[src/sv/gpfe_pkg.sv]
package gpfe_pkg;

    localparam int NUM_PEAKS = 11;
    localparam int ROM_PEAKS = 11;
    localparam int NUM_LANES = (NUM_PEAKS < ROM_PEAKS) ? NUM_PEAKS : ROM_PEAKS;

    // Pipeline depths
    localparam int LANE_LAT = 18;
    localparam int SUM_LAT  = 3;
    localparam int TOT_LAT  = LANE_LAT + SUM_LAT;

    // Widths shared between lanes and summation
    localparam int AMP_W  = 18;
    localparam int RCP_W  = 18;
    localparam int EXP_W  = 31;
    localparam int TERM_W = AMP_W + EXP_W;

    typedef struct packed {
        logic [AMP_W-1:0]  amp;   // Q.16
        logic signed [15:0] mx;   // Q.10
        logic signed [15:0] my;   // Q.10
        logic [RCP_W-1:0]  rcpx;  // Q.16, 1/(2 sx^2)
        logic [RCP_W-1:0]  rcpy;  // Q.16, 1/(2 sy^2)
    } t_coef;

    localparam t_coef PEAK_ROM [ROM_PEAKS] = '{
        '{18'd27643,  -16'sd4915,  -16'sd4584, 18'd3087,   18'd200864},
        '{18'd93408,   16'sd7039,   16'sd4019, 18'd14110,  18'd170650},
        '{18'd54205,   16'sd1696,   16'sd7810, 18'd19667,  18'd5309},
        '{18'd100467,  16'sd4493,  -16'sd9735, 18'd8111,   18'd8485},
        '{18'd115409, -16'sd3205,  -16'sd3252, 18'd4409,   18'd8854},
        '{18'd29707,  -16'sd10050, -16'sd1610, 18'd4349,   18'd9505},
        '{18'd15676,  -16'sd6299,  -16'sd8601, 18'd3792,   18'd109515},
        '{18'd54814,   16'sd151,   -16'sd8615, 18'd4352,   18'd30290},
        '{18'd33161,  -16'sd9744,  -16'sd8758, 18'd240526, 18'd66664},
        '{18'd99549,   16'sd1025,   16'sd8199, 18'd3389,   18'd2974},
        '{18'd131072,  16'sd9216,  -16'sd1024, 18'd3641,   18'd3641}
    };

endpackage

[src/sv/gpfe_sum.sv]
module gpfe_sum
    import gpfe_pkg::*;
(
    input  logic              i_clk,
    input  logic [TERM_W-1:0] i_term [NUM_LANES],
    output logic [15:0]       o_threat_value
);

    localparam int NUM_GRP = (NUM_LANES + 3) / 4;
    localparam int GRP_W   = TERM_W + 2;
    localparam int SUM_W   = TERM_W + 4;

    logic [GRP_W-1:0] r_grp [NUM_GRP];
    logic [SUM_W-1:0] r_sum;
    logic [15:0]      r_out;

    logic [GRP_W-1:0] n_grp [NUM_GRP];
    logic [SUM_W-1:0] n_sum;
    logic [SUM_W+2:0] n_scaled;
    logic [20:0]      n_val;

    always_comb begin
        for (int g = 0; g < NUM_GRP; g++) begin
            n_grp[g] = '0;
        end
        // Group the lanes by four.
        for (int l = 0; l < NUM_LANES; l++) begin
            n_grp[l / 4] = n_grp[l / 4] + GRP_W'(i_term[l]);
        end
        n_sum = '0;
        for (int g = 0; g < NUM_GRP; g++) begin
            n_sum = n_sum + SUM_W'(r_grp[g]);
        end
        // 5 * sum, rounded from Q.46 to Q.10
        n_scaled = ({3'd0, r_sum} << 2) + {3'd0, r_sum} + ((SUM_W+3)'(1) << 35);
        n_val    = 21'd1024 + 21'(n_scaled[SUM_W+2:36]);
    end

    always_ff @(posedge i_clk) begin
        for (int g = 0; g < NUM_GRP; g++) begin
            r_grp[g] <= n_grp[g];
        end
        r_sum <= n_sum;
        r_out <= (n_val > 21'd65535) ? 16'hFFFF : n_val[15:0];
    end

    assign o_threat_value = r_out;

endmodule

[config.mk]
export PLATFORM = sky130hd
export DESIGN_NAME = gpfe_sum
export DESIGN_NICKNAME = d
export VERILOG_FILES = /design/src/sv/gpfe_pkg.sv /design/src/sv/gpfe_sum.sv
export SDC_FILE = /design/constraint.sdc
export NUM_CORES = 1
export LEC_CHECK = 0
export BUFFER_PORTS_ARGS = -buffer_cell sky130_fd_sc_hd__clkbuf_2
export CAP_MARGIN = 20
export CORE_AREA = 2 2 214 216
export CTS_CLUSTER_SIZE = 8
export DETAILED_ROUTE_END_ITERATION = 8
export DIE_AREA = 0 0 216 218
export GPL_ROUTABILITY_DRIVEN = 0
export PLACE_DENSITY = 0.88
export SLEW_MARGIN = 10
export SYNTH_ARGS = -nofsm -noshare
export SYNTH_HDL_FRONTEND = slang
export SYNTH_SLANG_ARGS = --single-unit
[constraint.sdc]
create_clock -name i_clk -period 5.1 [get_ports i_clk]
set_input_delay 0.255 -clock i_clk [delete_from_list [all_inputs] [get_ports i_clk]]
set_output_delay 0.255 -clock i_clk [all_outputs]
set_load 0.03 [all_outputs]
* Word-level counts from Yosys, hierarchy flattened
Memories as Yosys holds them, arrays and structs flattened.
Cells that the tools add are included.
** Storage, ports and cells
- Memories kept :: 1
- Bits of input ports :: 540
- Register bits :: 69
- Memory bits (writable) :: 153
- Output and inout port bits :: 16
- Word-level logic and storage cells :: 17
** Cells by class
- $add $sub $neg :: 13
- $lt $le $gt $ge :: 1
** Memory list
- r_grp :: words 3, bits a word 51, rd ports 3, clocked after memory_dff 0, write ports 3, line gpfe_sum.sv:13 : logic [GRP_W-1:0] r_grp [NUM_GRP];
** Operators with widths (count)
- $add A50 B49 Y51 :: 3
- $add A49 B49 Y50 :: 3
- $add A51 B49 Y51 :: 2
- $add A55 B53 Y56 :: 1
- $add A56 B36 Y56 const B :: 1
- $add A52 B51 Y53 :: 1
- $add A51 B51 Y52 :: 1
- $add A11 B20 Y21 const A :: 1
- $gt A21 B16 Y1 const B :: 1

* Logic depth before layout (Yosys ltp)
- Depth after elaboration :: 4
- Gate-level depth with buffers :: 20
- Gate-level depth less buffers :: 19

* Worst setup path after synthesis
Ideal clock, no wire load.
- Path type :: reg-to-reg
- Start point :: register r_sum[33]
- End point :: register r_out[6], in the netlist o_threat_value[6]
- Arrival time :: 4114 ps
- Setup time :: 59 ps
- Data required time :: 5041 ps
- Cell stages (with the launch flop) :: 20
- Buffers on the path :: 1
- Path slack :: 927 ps
- Period minus slack after synthesis :: 4173 ps
- Path through :: dfxtp_1 > inv_1 > ha_1 > inv_1 > ha_1 > nand4_1 > o22ai_1 > a211oi_1 > a31oi_1 > a221oi_1 > a21oi_1 > a211oi_1 > inv_1 > ha_1 > nor4_1 > nand4_1 > or4_1 > o31a_1 > buf_6 > nand2_1
** On the way
- Word-level cells in the longest chain between the ends :: 4
** Ends and longest elaborated chain
- start: declaration :: line gpfe_sum.sv:14 : logic [SUM_W-1:0] r_sum;
- start signal: assignment :: line gpfe_sum.sv:43 : r_sum <= n_sum;
- $add A55 B53 Y56 * :: line gpfe_sum.sv:35 : n_scaled = ({3'd0, r_sum} << 2) + {3'd0, r_sum} + ((SUM_W+3)'(1) << 35);
- $add A56 B36 Y56 * :: line gpfe_sum.sv:35
- $add A11 B20 Y21 * :: line gpfe_sum.sv:36 : n_val = 21'd1024 + 21'(n_scaled[SUM_W+2:36]);
- $gt A21 B16 Y1 :: line gpfe_sum.sv:44 : r_out <= (n_val > 21'd65535) ? 16'hFFFF : n_val[15:0];
- end signal: assignment :: line gpfe_sum.sv:44
- end: declaration :: line gpfe_sum.sv:15 : logic [15:0] r_out;
Every way passes the cells marked *; elsewhere a longest branch is shown, timed or not.
A chain may end at the register's enable or synchronous reset.

* Worst setup path in the final report
- Start point :: register r_sum[27]
- End point :: register r_out[5], in the netlist o_threat_value[5]
The elaborated chain is that of the path after synthesis.

==> reports/qor.yml <==
fin_setup_tns_ns: 0
critPathArrivalTime_ns: 5.27
slew_viol_final: 0
crit_path_start: "r_sum[27]$_DFF_P_"
place_hpwl_um: 59100
final_cells: 3545
synthCells: 2346
cts_root_buf: "clkbuf_16"
total_leakage_power_nw: 13.3
netlist_top_cells_area: "fa_1, dfxtp_1, ha_1"
timing.rr.start: "r_sum[27]$_DFF_P_"
grt_pass1_wl_um: 108000
wire_per_inst_um: 19.2
cp-end-kind: "register"
yosysTopAreaCellShare_pct: 25.5
utilization_pct: 62.0
vdd_drop_max_mv: 0.544
power_density_nw_per_um2: 814
synth-seq-cells: 222
period_share_pct: 93.9
cp_max_fo: 12
p_total_mw: 22.7
cts_sinks: 222
clk_path_buf_depth: 3
hold_violations: 0
finClkSkew_ns: 0.0243
clk_pin_slew_ns: 0.05
synthToLayoutAreaGrowth_pct: 18.9
rows: 78
hold_class: "primary input to register"
cts_tree: "done"
syn_avg_cell_area_um2: 9.98
path_class: "register to register"
critPathSlowestCell: "or4_1"
cts_htree_levels: 1
drc: 0
postLayoutCellArea_um2: 27800
worst_pin_slew_ns: 0.828
synth_edf_count: 0
dp_cells: 3491
synth_top_flop_cell: "dfxtp_1"
dpl_cell_area_um2: 27000
rr_endpoint: "o_threat_value[5]$_SDFF_PN1_"
outcome: "finished, final reports clean"
rr_worst_depth: 17
netlist_area_um2: 23400
drv_cap: 0
crit_chain: "ha_1, ha_1, nand4_1, or3_1, nor4_1, o31ai_1, buf_4, nand2b_1, a21bo_2, a211oi_1, inv_1, ha_1, nor4_1, nand4_1, or4_1, o31a_1, nand2_1"
grt_max_degree: 17
synthArstFlopShare_pct: 0
port_buffers: 555
r2r_slack_ns: 0.31
max_freq_mhz: 209
rsz0062_at_grt: "false"
post-route-min-period_ns: 4.79
synth_fp_nets: 3484
nets: 4063
cts_buffers: 31
antenna_found_initial: 25
die-area_um2: 47100
via_count: 20333
yosysMostFrequentCell: "ha_1"
antenna_left: 0
synthDistinctLibCells: 68
fillers: 3718
first_pass_iters: 6
critPathMaxStageDelay_ns: 0.52
crit_top_cell: "ha_1"
clk_latency_ns: 0.57
overflow: 0
initial_utilization_pct: 52.2
drt_wl_total_um: 68200
yosysSeqAreaShare_pct: 19.0
synthTopCellsByCount: "ha_1, fa_1, dfxtp_1"
vias_per_cell: 5.74
die_width_um: 216
die_h_um: 218
critPathLaunchType: "register"
cts_setup_buffers: 0
yosysWarnings: 0
crit_end: "o_threat_value[5]$_SDFF_PN1_"
slew_headroom_pct: 43.4
coreArea_um2: 44900
grt_pass1_vias: 21423
required_ns: 5.58
setup_viol_count_final: 0
dr.first_iter.drc_count: 1432
grtUsageTotal_pct: 28.7
drive_gt1_share_pct: 21.2
synth_top_area_cell: "fa_1"
io_pins: 556
[cell families (layout without fill, tap and decap cells)]
group	after synthesis	in the layout	share of synthesized area [%]
fa+ha+maj	598	598	41.5
buf+inv	106	685	1.74
simple gates	524	524	11.2
xor+xnor	187	187	6.99
compound gates	705	705	19.4
flops	222	222	19.0
other cells	0	20	0
mux	4	4	0.182
[state kept, by name, summed over array words and instances (netlist names)]
signal / count
r_grp: 153
r_sum: 53
o_threat_value: 16
[power by group]
part           internal (mW)  switching [mW]
clock network           1.07           0.726
registers               2.85           0.576
logic                   7.64            9.79
total                   11.6            11.1
[worst max-delay path, delay by kind of cell, from the launching register on]
| kind | cells | cell delay (ns) |
|---|---|---|
| flops | 1 | 0.32 |
| buf+inv | 2 | 0.29 |
| fa+ha+maj | 3 | 0.95 |
| simple gates | 8 | 2.15 |
| compound gates | 4 | 0.98 |
[cell type report]
class                           instances  area, um^2  share of cell area [%]
Multi-Input combinational cell       2018       18600                    66.7
Inverter                               82         308                    1.11
Tap cell                              600         751                    2.70
Antenna cell                           20        50.0                   0.180
Clock inverter                          1        20.0                  0.0719
Clock buffer                           32         790                    2.84
Timing Repair Buffer                  570        2890                    10.4
Sequential cell                       222        4440                    16.0
[stage by stage]
stage / hold slack (ns) / setup slack (ns)
4_1_cts: 0.0165 / 0.343
6_report: 0.0122 / 0.310
2_1_floorplan: 0.385 / 0.927
5_1_grt: 0.00583 / 0.0392
3_5_place_dp: 0.491 / 0.0856
3_3_place_gp: 0.485 / 0.322
[layout by cell type, fill, tap and decap left out, types with 8 or more instances in the layout]
cell | synthesis | final
xnor2_1 | 127 | 127
xor2_1 | 60 | 60
dfxtp_1 | 222 | 222
a21boi_0 | 8 | 8
nor3_1 | 28 | 28
nand3_1 | 43 | 43
a211oi_1 | 19 | 19
inv_1 | 82 | 82
a221oi_1 | 15 | 14
nor2b_1 | 37 | 37
and3_1 | 22 | 22
ha_1 | 300 | 300
nand2_1 | 128 | 128
nor4_1 | 11 | 10
nand2b_1 | 35 | 35
a31oi_1 | 17 | 17
clkbuf_2 | 0 | 555
clkbuf_16 | 0 | 31
buf_4 | 0 | 14
diode_2 | 0 | 20
a21o_1 | 144 | 144
o211ai_1 | 11 | 11
a21oi_1 | 219 | 219
o21a_1 | 42 | 42
o21ai_0 | 116 | 116
or3_1 | 10 | 10
nand4_1 | 37 | 37
o21bai_1 | 24 | 24
o31ai_1 | 10 | 10
and2_1 | 16 | 16
o2111ai_1 | 8 | 8
fa_1 | 298 | 298
nor2_1 | 125 | 125
[worst min path at each step]
stage                start                   end  slack (ns)  cells after the start
3_5_place_dp   i_term[490]   r_grp[0][0]$_DFF_P_        0.49                      2
2_1_floorplan  i_term[490]   r_grp[0][0]$_DFF_P_        0.38                      1
3_3_place_gp   i_term[490]   r_grp[0][0]$_DFF_P_        0.49                      2
6_report       i_term[294]  r_grp[0][51]$_DFF_P_        0.01                      2
4_1_cts        i_term[294]  r_grp[0][51]$_DFF_P_        0.02                      2
5_1_grt        i_term[294]  r_grp[0][51]$_DFF_P_       0.006                      2
[layer usage]
metal / up-vias / GRT usage (%) / wire [um]
met2: 826 / 50.9 / 33200
met3: 203 / 4.97 / 4570
met4: 14 / 13.4 / 3530
met1: 9632 / 33.8 / 26800
li1: 9658 / - / -
met5: - / 0 / 100
[repair_timing]
item | 4_1_cts | 5_1_grt
setup endpoints to repair | 0 | 12
endpoints found under the hold margin | 1 | 0
hold buffers | 1 | 0
resized for setup | 0 | 2
No activity file was read; power rests on OpenSTA's default activity.
